`config.mk`:
```
export PLATFORM = sky130hd
export DESIGN_NAME = wpi_ctrl
export DESIGN_NICKNAME = d
export VERILOG_FILES = /design/src/rtl/wpi_pkg.sv /design/src/rtl/wpi_ctrl.sv
export VERILOG_INCLUDE_DIRS = /design/src /design/src/rtl
export SDC_FILE = /design/constraint.sdc
export NUM_CORES = 1
export LEC_CHECK = 0
export BUFFER_PORTS_ARGS = -buffer_cell sky130_fd_sc_hd__buf_2
export CAP_MARGIN = 0
export CORE_ASPECT_RATIO = 0.9
export CORE_UTILIZATION = 55
export DETAILED_ROUTE_END_ITERATION = 10
export GPL_TIMING_DRIVEN = 0
export PLACE_DENSITY = 0.78
export SYNTH_ARGS = -nofsm -noshare
export SYNTH_HDL_FRONTEND = slang
export SYNTH_SLANG_ARGS = --single-unit
```
`constraint.sdc`:
```
create_clock -name clock -period 2.4 [get_ports clock]
set_input_delay 0.36 -clock clock [delete_from_list [all_inputs] [get_ports clock]]
set_output_delay 0.36 -clock clock [all_outputs]
set_load 0.01 [all_outputs]
```
`src/rtl/waypoint_path_interpolator_macros.svh`:
```
// Assertion macros for the waypoint path interpolator.
// Used by the controller and datapath modules; no other dependencies.
`ifndef WAYPOINT_PATH_INTERPOLATOR_MACROS_SVH
`define WAYPOINT_PATH_INTERPOLATOR_MACROS_SVH

// same-cycle implication
`define WPI_ASSERT_NOW(lbl, clk, rst, ante, cons, msg) \
   lbl: assert property (@(posedge clk) disable iff (rst) (ante) |-> (cons)) else $error(msg);

// next-cycle implication
`define WPI_ASSERT_NEXT(lbl, clk, rst, ante, cons, msg) \
   lbl: assert property (@(posedge clk) disable iff (rst) (ante) |=> (cons)) else $error(msg);

`endif

```
`src/rtl/wpi_pkg.sv`:
```
// Shared types and constants for the waypoint path interpolator.
// No dependencies.
`default_nettype none
package wpi_pkg;

   localparam int unsigned T_ONE      = 65536;
   localparam int unsigned STEP_MAX   = 131072;
   localparam int unsigned SQRT_STEPS = 34;
   localparam int unsigned DIV_STEPS  = 56;

   typedef enum logic [1:0] {
      CMD_TICK   = 2'd0,
      CMD_APPEND = 2'd1,
      CMD_CLEAR  = 2'd2,
      CMD_NONE   = 2'd3
   } cmd_type;

   typedef enum logic [1:0] {
      CSR_SPEED     = 2'd0,
      CSR_LOOP      = 2'd1,
      CSR_PING_PONG = 2'd2,
      CSR_UNUSED    = 2'd3
   } csr_idx_type;

   typedef enum logic [1:0] {
      AX_X = 2'd0,
      AX_Y = 2'd1,
      AX_Z = 2'd2,
      AX_NONE = 2'd3
   } axis_type;

   typedef enum logic [3:0] {
      OP_IDLE,
      OP_LATCH,
      OP_FULL,
      OP_WRITE,
      OP_SQ,
      OP_SQRT_INIT,
      OP_SQRT_STEP,
      OP_LEN_ACC,
      OP_CLEAR,
      OP_END,
      OP_MUL,
      OP_DIV_STEP,
      OP_TICK_UPD,
      OP_SEG,
      OP_READ,
      OP_LERP
   } op_type;

   typedef struct packed {
      op_type   op;
      axis_type axis;
      logic     load;
   } dp_cmd_type;

   typedef struct packed {
      cmd_type cmd;
      logic    full;
      logic    has_prev;
      logic    tick_ok;
      logic    len_zero;
   } dp_stat_type;

endpackage
`default_nettype wire

```
`src/rtl/wpi_ctrl.sv`:
```
// Sequencer for the waypoint path interpolator: handshakes and datapath commands.
// Depends on wpi_pkg and waypoint_path_interpolator_macros.svh.
`default_nettype none
`include "waypoint_path_interpolator_macros.svh"
module wpi_ctrl
   import wpi_pkg::*;
(
   input  wire logic        clock,
   input  wire logic        reset,
   input  wire logic        req_valid,
   output logic             req_ready,
   output logic             rsp_valid,
   input  wire logic        rsp_ready,
   input  wire dp_stat_type stat,
   output dp_cmd_type       cmd
);

   typedef enum logic [3:0] {
      S_IDLE, S_DISPATCH, S_SQ_X, S_SQ_Y, S_SQ_Z, S_SQRT_INIT, S_SQRT, S_LEN,
      S_DIV, S_UPD, S_SEG, S_READ, S_LERP_X, S_LERP_Y, S_LERP_Z, S_LOAD
   } state_type;

   state_type  state_ff, state_in;
   logic [5:0] iter_ff, iter_in;
   logic       rsp_valid_ff, rsp_valid_in;

   assign req_ready = (state_ff == S_IDLE);
   assign rsp_valid = rsp_valid_ff;

   always_comb begin
      state_in     = state_ff;
      iter_in      = iter_ff;
      rsp_valid_in = rsp_valid_ff && !rsp_ready;
      cmd.op       = OP_IDLE;
      cmd.axis     = AX_NONE;
      cmd.load     = 1'b0;
      unique case (state_ff)
         S_IDLE: begin
            if (req_valid) begin
               cmd.op   = OP_LATCH;
               state_in = S_DISPATCH;
            end
         end
         S_DISPATCH: begin
            state_in = S_SEG;
            case (stat.cmd)
               CMD_APPEND: begin
                  if (stat.full) begin
                     cmd.op = OP_FULL;
                  end else begin
                     cmd.op = OP_WRITE;
                     if (stat.has_prev) state_in = S_SQ_X;
                  end
               end
               CMD_TICK: begin
                  if (stat.tick_ok) begin
                     if (stat.len_zero) begin
                        cmd.op = OP_END;
                     end else begin
                        cmd.op   = OP_MUL;
                        iter_in  = '0;
                        state_in = S_DIV;
                     end
                  end
               end
               CMD_CLEAR: cmd.op = OP_CLEAR;
               default: ;
            endcase
         end
         S_SQ_X: begin cmd.op = OP_SQ; cmd.axis = AX_X; state_in = S_SQ_Y; end
         S_SQ_Y: begin cmd.op = OP_SQ; cmd.axis = AX_Y; state_in = S_SQ_Z; end
         S_SQ_Z: begin cmd.op = OP_SQ; cmd.axis = AX_Z; state_in = S_SQRT_INIT; end
         S_SQRT_INIT: begin
            cmd.op   = OP_SQRT_INIT;
            iter_in  = '0;
            state_in = S_SQRT;
         end
         S_SQRT: begin
            cmd.op  = OP_SQRT_STEP;
            iter_in = iter_ff + 6'd1;
            if (iter_ff == 6'(SQRT_STEPS - 1)) state_in = S_LEN;
         end
         S_LEN: begin cmd.op = OP_LEN_ACC; state_in = S_SEG; end
         S_DIV: begin
            cmd.op  = OP_DIV_STEP;
            iter_in = iter_ff + 6'd1;
            if (iter_ff == 6'(DIV_STEPS - 1)) state_in = S_UPD;
         end
         S_UPD:  begin cmd.op = OP_TICK_UPD; state_in = S_SEG; end
         S_SEG:  begin cmd.op = OP_SEG; state_in = S_READ; end
         S_READ: begin cmd.op = OP_READ; state_in = S_LERP_X; end
         S_LERP_X: begin cmd.op = OP_LERP; cmd.axis = AX_X; state_in = S_LERP_Y; end
         S_LERP_Y: begin cmd.op = OP_LERP; cmd.axis = AX_Y; state_in = S_LERP_Z; end
         S_LERP_Z: begin cmd.op = OP_LERP; cmd.axis = AX_Z; state_in = S_LOAD; end
         S_LOAD: begin
            // wait until the output register is free
            if (!rsp_valid_ff || rsp_ready) begin
               cmd.load     = 1'b1;
               rsp_valid_in = 1'b1;
               state_in     = S_IDLE;
            end
         end
         default: state_in = S_IDLE;
      endcase
   end

   always_ff @(posedge clock) begin
      if (reset) begin
         state_ff     <= S_IDLE;
         iter_ff      <= '0;
         rsp_valid_ff <= 1'b0;
      end else begin
         state_ff     <= state_in;
         iter_ff      <= iter_in;
         rsp_valid_ff <= rsp_valid_in;
      end
   end

   `WPI_ASSERT_NEXT(a_accept_dispatch, clock, reset, req_valid && req_ready,
                    state_ff == S_DISPATCH, "accepted request not dispatched")
   `WPI_ASSERT_NEXT(a_load_waits, clock, reset,
                    state_ff == S_LOAD && rsp_valid_ff && !rsp_ready,
                    state_ff == S_LOAD && rsp_valid_ff, "result overwritten while pending")
   `WPI_ASSERT_NOW(a_iter_bound, clock, reset, state_ff == S_SQRT,
                   iter_ff < 6'(SQRT_STEPS), "square root ran past its steps")

endmodule
`default_nettype wire

```
* Yosys cells after proc, flatten, opt, wreduce, memory -nomap -nowiden
Cells that the tools add are included.
** Storage, ports and cells
- Flip-flop bits (word level) :: 11
- Input bits :: 10
- Output and inout bits :: 9
- Word-level logic and storage cells :: 71
** Cells by class
- Add/subtract/negate cells :: 1
- Equality and inequality tests :: 26
- Multiplexer cells :: 25
- Reduce and logical (&&, ||, !) cells :: 16
** Operator list (number)
- case mux 4 bit (15 select lines) :: 1
- case mux 4 bit (11 select lines) :: 1
- equality test 4 bit (second input constant) :: 8
- 2-to-1 mux 4 bit :: 7
- 2-to-1 mux 6 bit :: 3
- case mux 6 bit (3 select lines) :: 1
- equality test 4 x 3 -> 1 bit (second input constant) :: 4
- equality test 6 bit (second input constant) :: 2
- inequality test 2 bit (second input constant) :: 6
- case mux 4 bit (3 select lines) :: 1
- OR reduction 2 bit :: 5
- equality test 4 x 2 -> 1 bit (second input constant) :: 2
- case mux 4 bit (2 select lines) :: 1
- AND reduction 4 bit :: 2
- adder 6 x 1 -> 6 bit (second input constant) :: 1
- 2-to-1 mux 1 bit :: 6
- 2-to-1 mux 2 bit :: 3
- case mux 2 bit (3 select lines) :: 1
- OR reduction 3 bit :: 2
- equality test 4 x 1 -> 1 bit (second input constant) :: 1
- zero test 4 bit :: 1
- nonzero test 3 bit :: 1
- equality test 2 x 1 -> 1 bit (second input constant) :: 1
- equality test 2 bit (second input constant) :: 1
- 5 further kinds :: 6

* Logic depth before layout (Yosys ltp)
- Depth in word-level cells :: 4
- Depth in mapped cells :: 6
- Depth with buffers taken out :: 6

* Worst setup path after synthesis
OpenSTA, ideal clock, no wires.
- Path type :: register to register
- Start point :: register state_ff[3]
- End point :: register state_ff[1]
- Setup time :: 72 ps
- Data arrival time :: 1469 ps
- Data required time :: 2328 ps
- Path slack :: 860 ps
- Cell stages (with the launch flop) :: 6
- Period minus slack after synthesis :: 1540 ps
- Cells stage by stage :: dfxtp_1 > buf_4 > nor4_1 > nor2b_1 > a2111o_1 > mux2i_1
** On the way
- Cells in the longest elaborated chain, start to end :: 3
- Elaborated cells between the ends (all ways) :: 23
- Classes of those cells :: eq/ne: 19; mux: 1; reduce/logical: 3
** RTL lines
- start, declared :: line wpi_ctrl.sv:23 : state_type state_ff, state_in;
- start signal, assigned :: line wpi_ctrl.sv:113 : state_ff <= state_in;
- zero test 4 bit (*)
- via req_ready :: line wpi_ctrl.sv:11 : output logic req_ready,
- inequality test 2 bit (no source line)
- AND reduction 4 bit (no source line)
The timed path passes the listed nets; every way through them passes the cells marked *.
A chain may end at the register's enable or synchronous reset.

==> out/summary.md <==
Outcome
* **result of the run** completed

Run
* **Maximum Capacitance Violations** 0

Drt
* **number of DRC violations after detailed-routing iteration 0** 25
* **ANT nets after route** 0
* **wirelength, routed** 2280 um
* **# DRC** 0
* **WL per Instance** 13.7 um
* **via count** 974
* **via-per-instance ratio** 5.87
* **1st-pass router iterations** 4

Logic synthesis
* **top cells by area in the synthesized netlist** sky130_fd_sc_hd__dfxtp_1 (23%), sky130_fd_sc_hd__a21oi_1 (4.7%), sky130_fd_sc_hd__nand3_1 (4.7%)
* **library cell with the highest instance count after synthesis** sky130_fd_sc_hd__dfxtp_1
* **Synth Instances** 122
* **EDFF count, synth** 0
* **share of the yosys chip area belonging to registers** 23.2%
* **commonest cells in the netlist** sky130_fd_sc_hd__dfxtp_1 (11), sky130_fd_sc_hd__nor2_1 (10), sky130_fd_sc_hd__a21oi_1 (9), sky130_fd_sc_hd__nand3_1 (9), sky130_fd_sc_hd__nand2_1 (8)
* **area of the mapped netlist** 948 sq um
* **total of flip-flops plus latches after synthesis** 11
* **most frequently used flop master after synthesis** sky130_fd_sc_hd__dfxtp_1
* **mean cell area of the mapped netlist** 7.77 sq um
* **fraction of synthesized cell area taken by the top area cell type** 23.2%
* **Post-Synthesis Net Count** 134
* **cell type contributing the most total cell area after synthesis** sky130_fd_sc_hd__dfxtp_1
* **synthesis warning total** 0
* **share of flip-flops with an asynchronous set or reset** 0%
* **distinct cell type count after synthesis** 55

Clock tree
* **PostCTS Resize Cnt** 0
* **CTS H-Tree Depth** 1
* **CTS tree** done
* **clock latency of the later-clocked register in the worst-skew pair** 0.28 ns
* **number of hold buffers added after CTS** 0
* **root buffer cell** sky130_fd_sc_hd__clkbuf_4
* **number of setup buffers added after CTS** 0
* **Max Root-Sink Buffers** 2
* **CTS Buf Count** 3
* **TritonCTS Sinks** 11
* **post-CTS clock slew at the launch and capture registers of the worst setup and hold paths** 0.07 ns

Floorplan
* **horizontal die dimension** 45.8 um
* **Placeable Area** 0.00153 sq mm
* **die area** 0.00189 sq mm
* **number of rows created at floorplan** 13
* **die extent in y** 41.4 um
* **initial cell density of the core** 62.0%
* **I/O Pins** 19

Critical path
* **sort of element at the start of the critical path** register
* **required time of the critical path** 2.04 ns
* **data arrival time of the critical path** 1.69 ns
* **kind of end point of the critical path** primary output
* **Register-to-Register Setup Slack** 0.75 ns
* **class of the most critical setup path** reg2out
* **worst-path fanout max** 10
* **count of cells along the worst register-to-register path** 5

GRT
* **vias in the first global route** 759
* **met1 Use GR** 37.9%
* **met3 GRT Util** 7.76%
* **number of antenna violations at the first check in global routing** 0
* **GRT Residual Overflow** 0
* **maximum number of pins on one net before global-route repair** 11
* **highest-utilization routing layer at the global route stage** met2
* **all-layer global routing usage** 27.2%
* **met2 layer usage reported by global route** 40.4%
* **wire length of the first global-routing pass** 3470 um

Timing
* **Max Slew Vio Count** 0
* **final clock skew** 0.00280 ns
* **RSZ-0062 raised after global routing** false
* **post-route setup slack** 0.355 ns
* **tightest slew margin relative to the limit** 65.2%
* **final critical delay including setup and external delays** 2.05 ns
* **count of endpoints failing setup in the final report** 0
* **peak clock frequency supported by timing** 489 MHz
* **final sum of negative setup slack** 0 ns
* **Least-Margin Pin Slew** 0.521 ns
* **final count of hold timing violations** 0
* **ratio of final minimum period to clock period** 85.2%

Pwr
* **Power, Total** 0.00101 W
* **worst vdd ir** 0.596 mV
* **power per unit of standard cell area** 923 mW/mm^2
* **Lkg Pwr** 0.449 nW

Layout
* **number of antenna cells inserted** 0
* **number of standard cells in the layout, taps in and fillers out** 166
* **post-synthesis to final-layout area growth** 15.3%
* **share of cells above drive strength 1** 25.7%
* **core occupancy in the finished layout** 71.5%
* **number of nets in the layout** 157

Min path
* **hold path depth** 3
* **path category of the worst min-delay check** in2reg

Placement
* **pre-CTS setup slack** 0.667 ns
* **Post-DP HPWL** 1740 um
* **Final Wtd Congestion** 0.848
* **count of buffers from port buffering** 18
* **placed cell count** 162

## layout make-up
class                   instances  area [sq um]
plain buffers                   8          55.1
clock buffers                   3          22.5
clock inverters                 1          5.00
fillers                       134           435
inverters                       8          30.0
multi-input cells              95           643
flip-flops and latches         11           220
well taps                      22          27.5
repair buffers                 18          90.1
## registers in the layout, summed over array words and instances (netlist names)
| register | cells |
|---|---|
| rsp_valid | 1 |
| iter_ff | 6 |
| state_ff | 4 |
## per-stage QoR
step           instance area, sq um  hold WS (ns)
2_1_floorplan                   948         0.485
3_5_place_dp                   1070         0.526
3_3_place_gp                   1070         0.505
6_report                       1090         0.402
5_1_grt                        1090         0.418
4_1_cts                        1090         0.399
## worst paths after layout
check,from,end
setup / recovery,state_ff[1]$_SDFFE_PP0P_,cmd[4]
hold / removal,reset,state_ff[1]$_SDFFE_PP0P_
setup reg to reg,state_ff[2]$_SDFFE_PP0P_,state_ff[2]$_SDFFE_PP0P_
hold reg to reg,iter_ff[0]$_SDFFE_PP0P_,iter_ff[0]$_SDFFE_PP0P_
## cells in the final DEF (no fill, tap or decap), drive strengths merged, types with 2 or more instances in the layout
cell type / instances
o21ai: 2
or4b: 2
nand2: 8
a21oi: 10
nor2: 10
nor2b: 4
clkinv: 2
buf: 24
nand3b: 2
ha: 2
mux2i: 3
nand2b: 5
inv: 7
clkbuf: 5
nor3: 3
a31oi: 3
a211oi: 3
dfxtp: 11
o22ai: 2
nand3: 9
## critical path, stage by stage (launching register included)
cell	delay [ns]
sky130_fd_sc_hd__dfxtp_1	0.36
sky130_fd_sc_hd__buf_6	0.15
sky130_fd_sc_hd__clkbuf_1	0.32
sky130_fd_sc_hd__a21oi_1	0.15
sky130_fd_sc_hd__o221ai_1	0.17
sky130_fd_sc_hd__o21a_1	0.14
sky130_fd_sc_hd__buf_2	0.12
## cells by family after synthesis
group	synth area share (%)
AND/OR/NAND/NOR	31.9
AO/OA/AOI/OAI	28.0
flip-flops	23.2
adder cells (fa/ha/maj)	2.64
XOR/XNOR	0.924
multiplexers	4.35
buffers and inverters	8.97
## power by group
| part | total (W) | internal, W | leakage [nW] | switching [W] |
|---|---|---|---|---|
| logic | 0.000631 | 0.000290 | 0.342 | 0.000341 |
| registers | 0.000245 | 0.000214 | 0.0893 | 0.0000315 |
| clock network | 0.000133 | 0.0000619 | 0.0177 | 0.0000715 |
## layer usage
metal | vias up | routed length, um
met5 | - | 0
met4 | 0 | 29
met3 | 4 | 80
met2 | 22 | 1010
met1 | 449 | 1160
li1 | 499 | -
No activity file was read; power rests on OpenSTA's default activity.
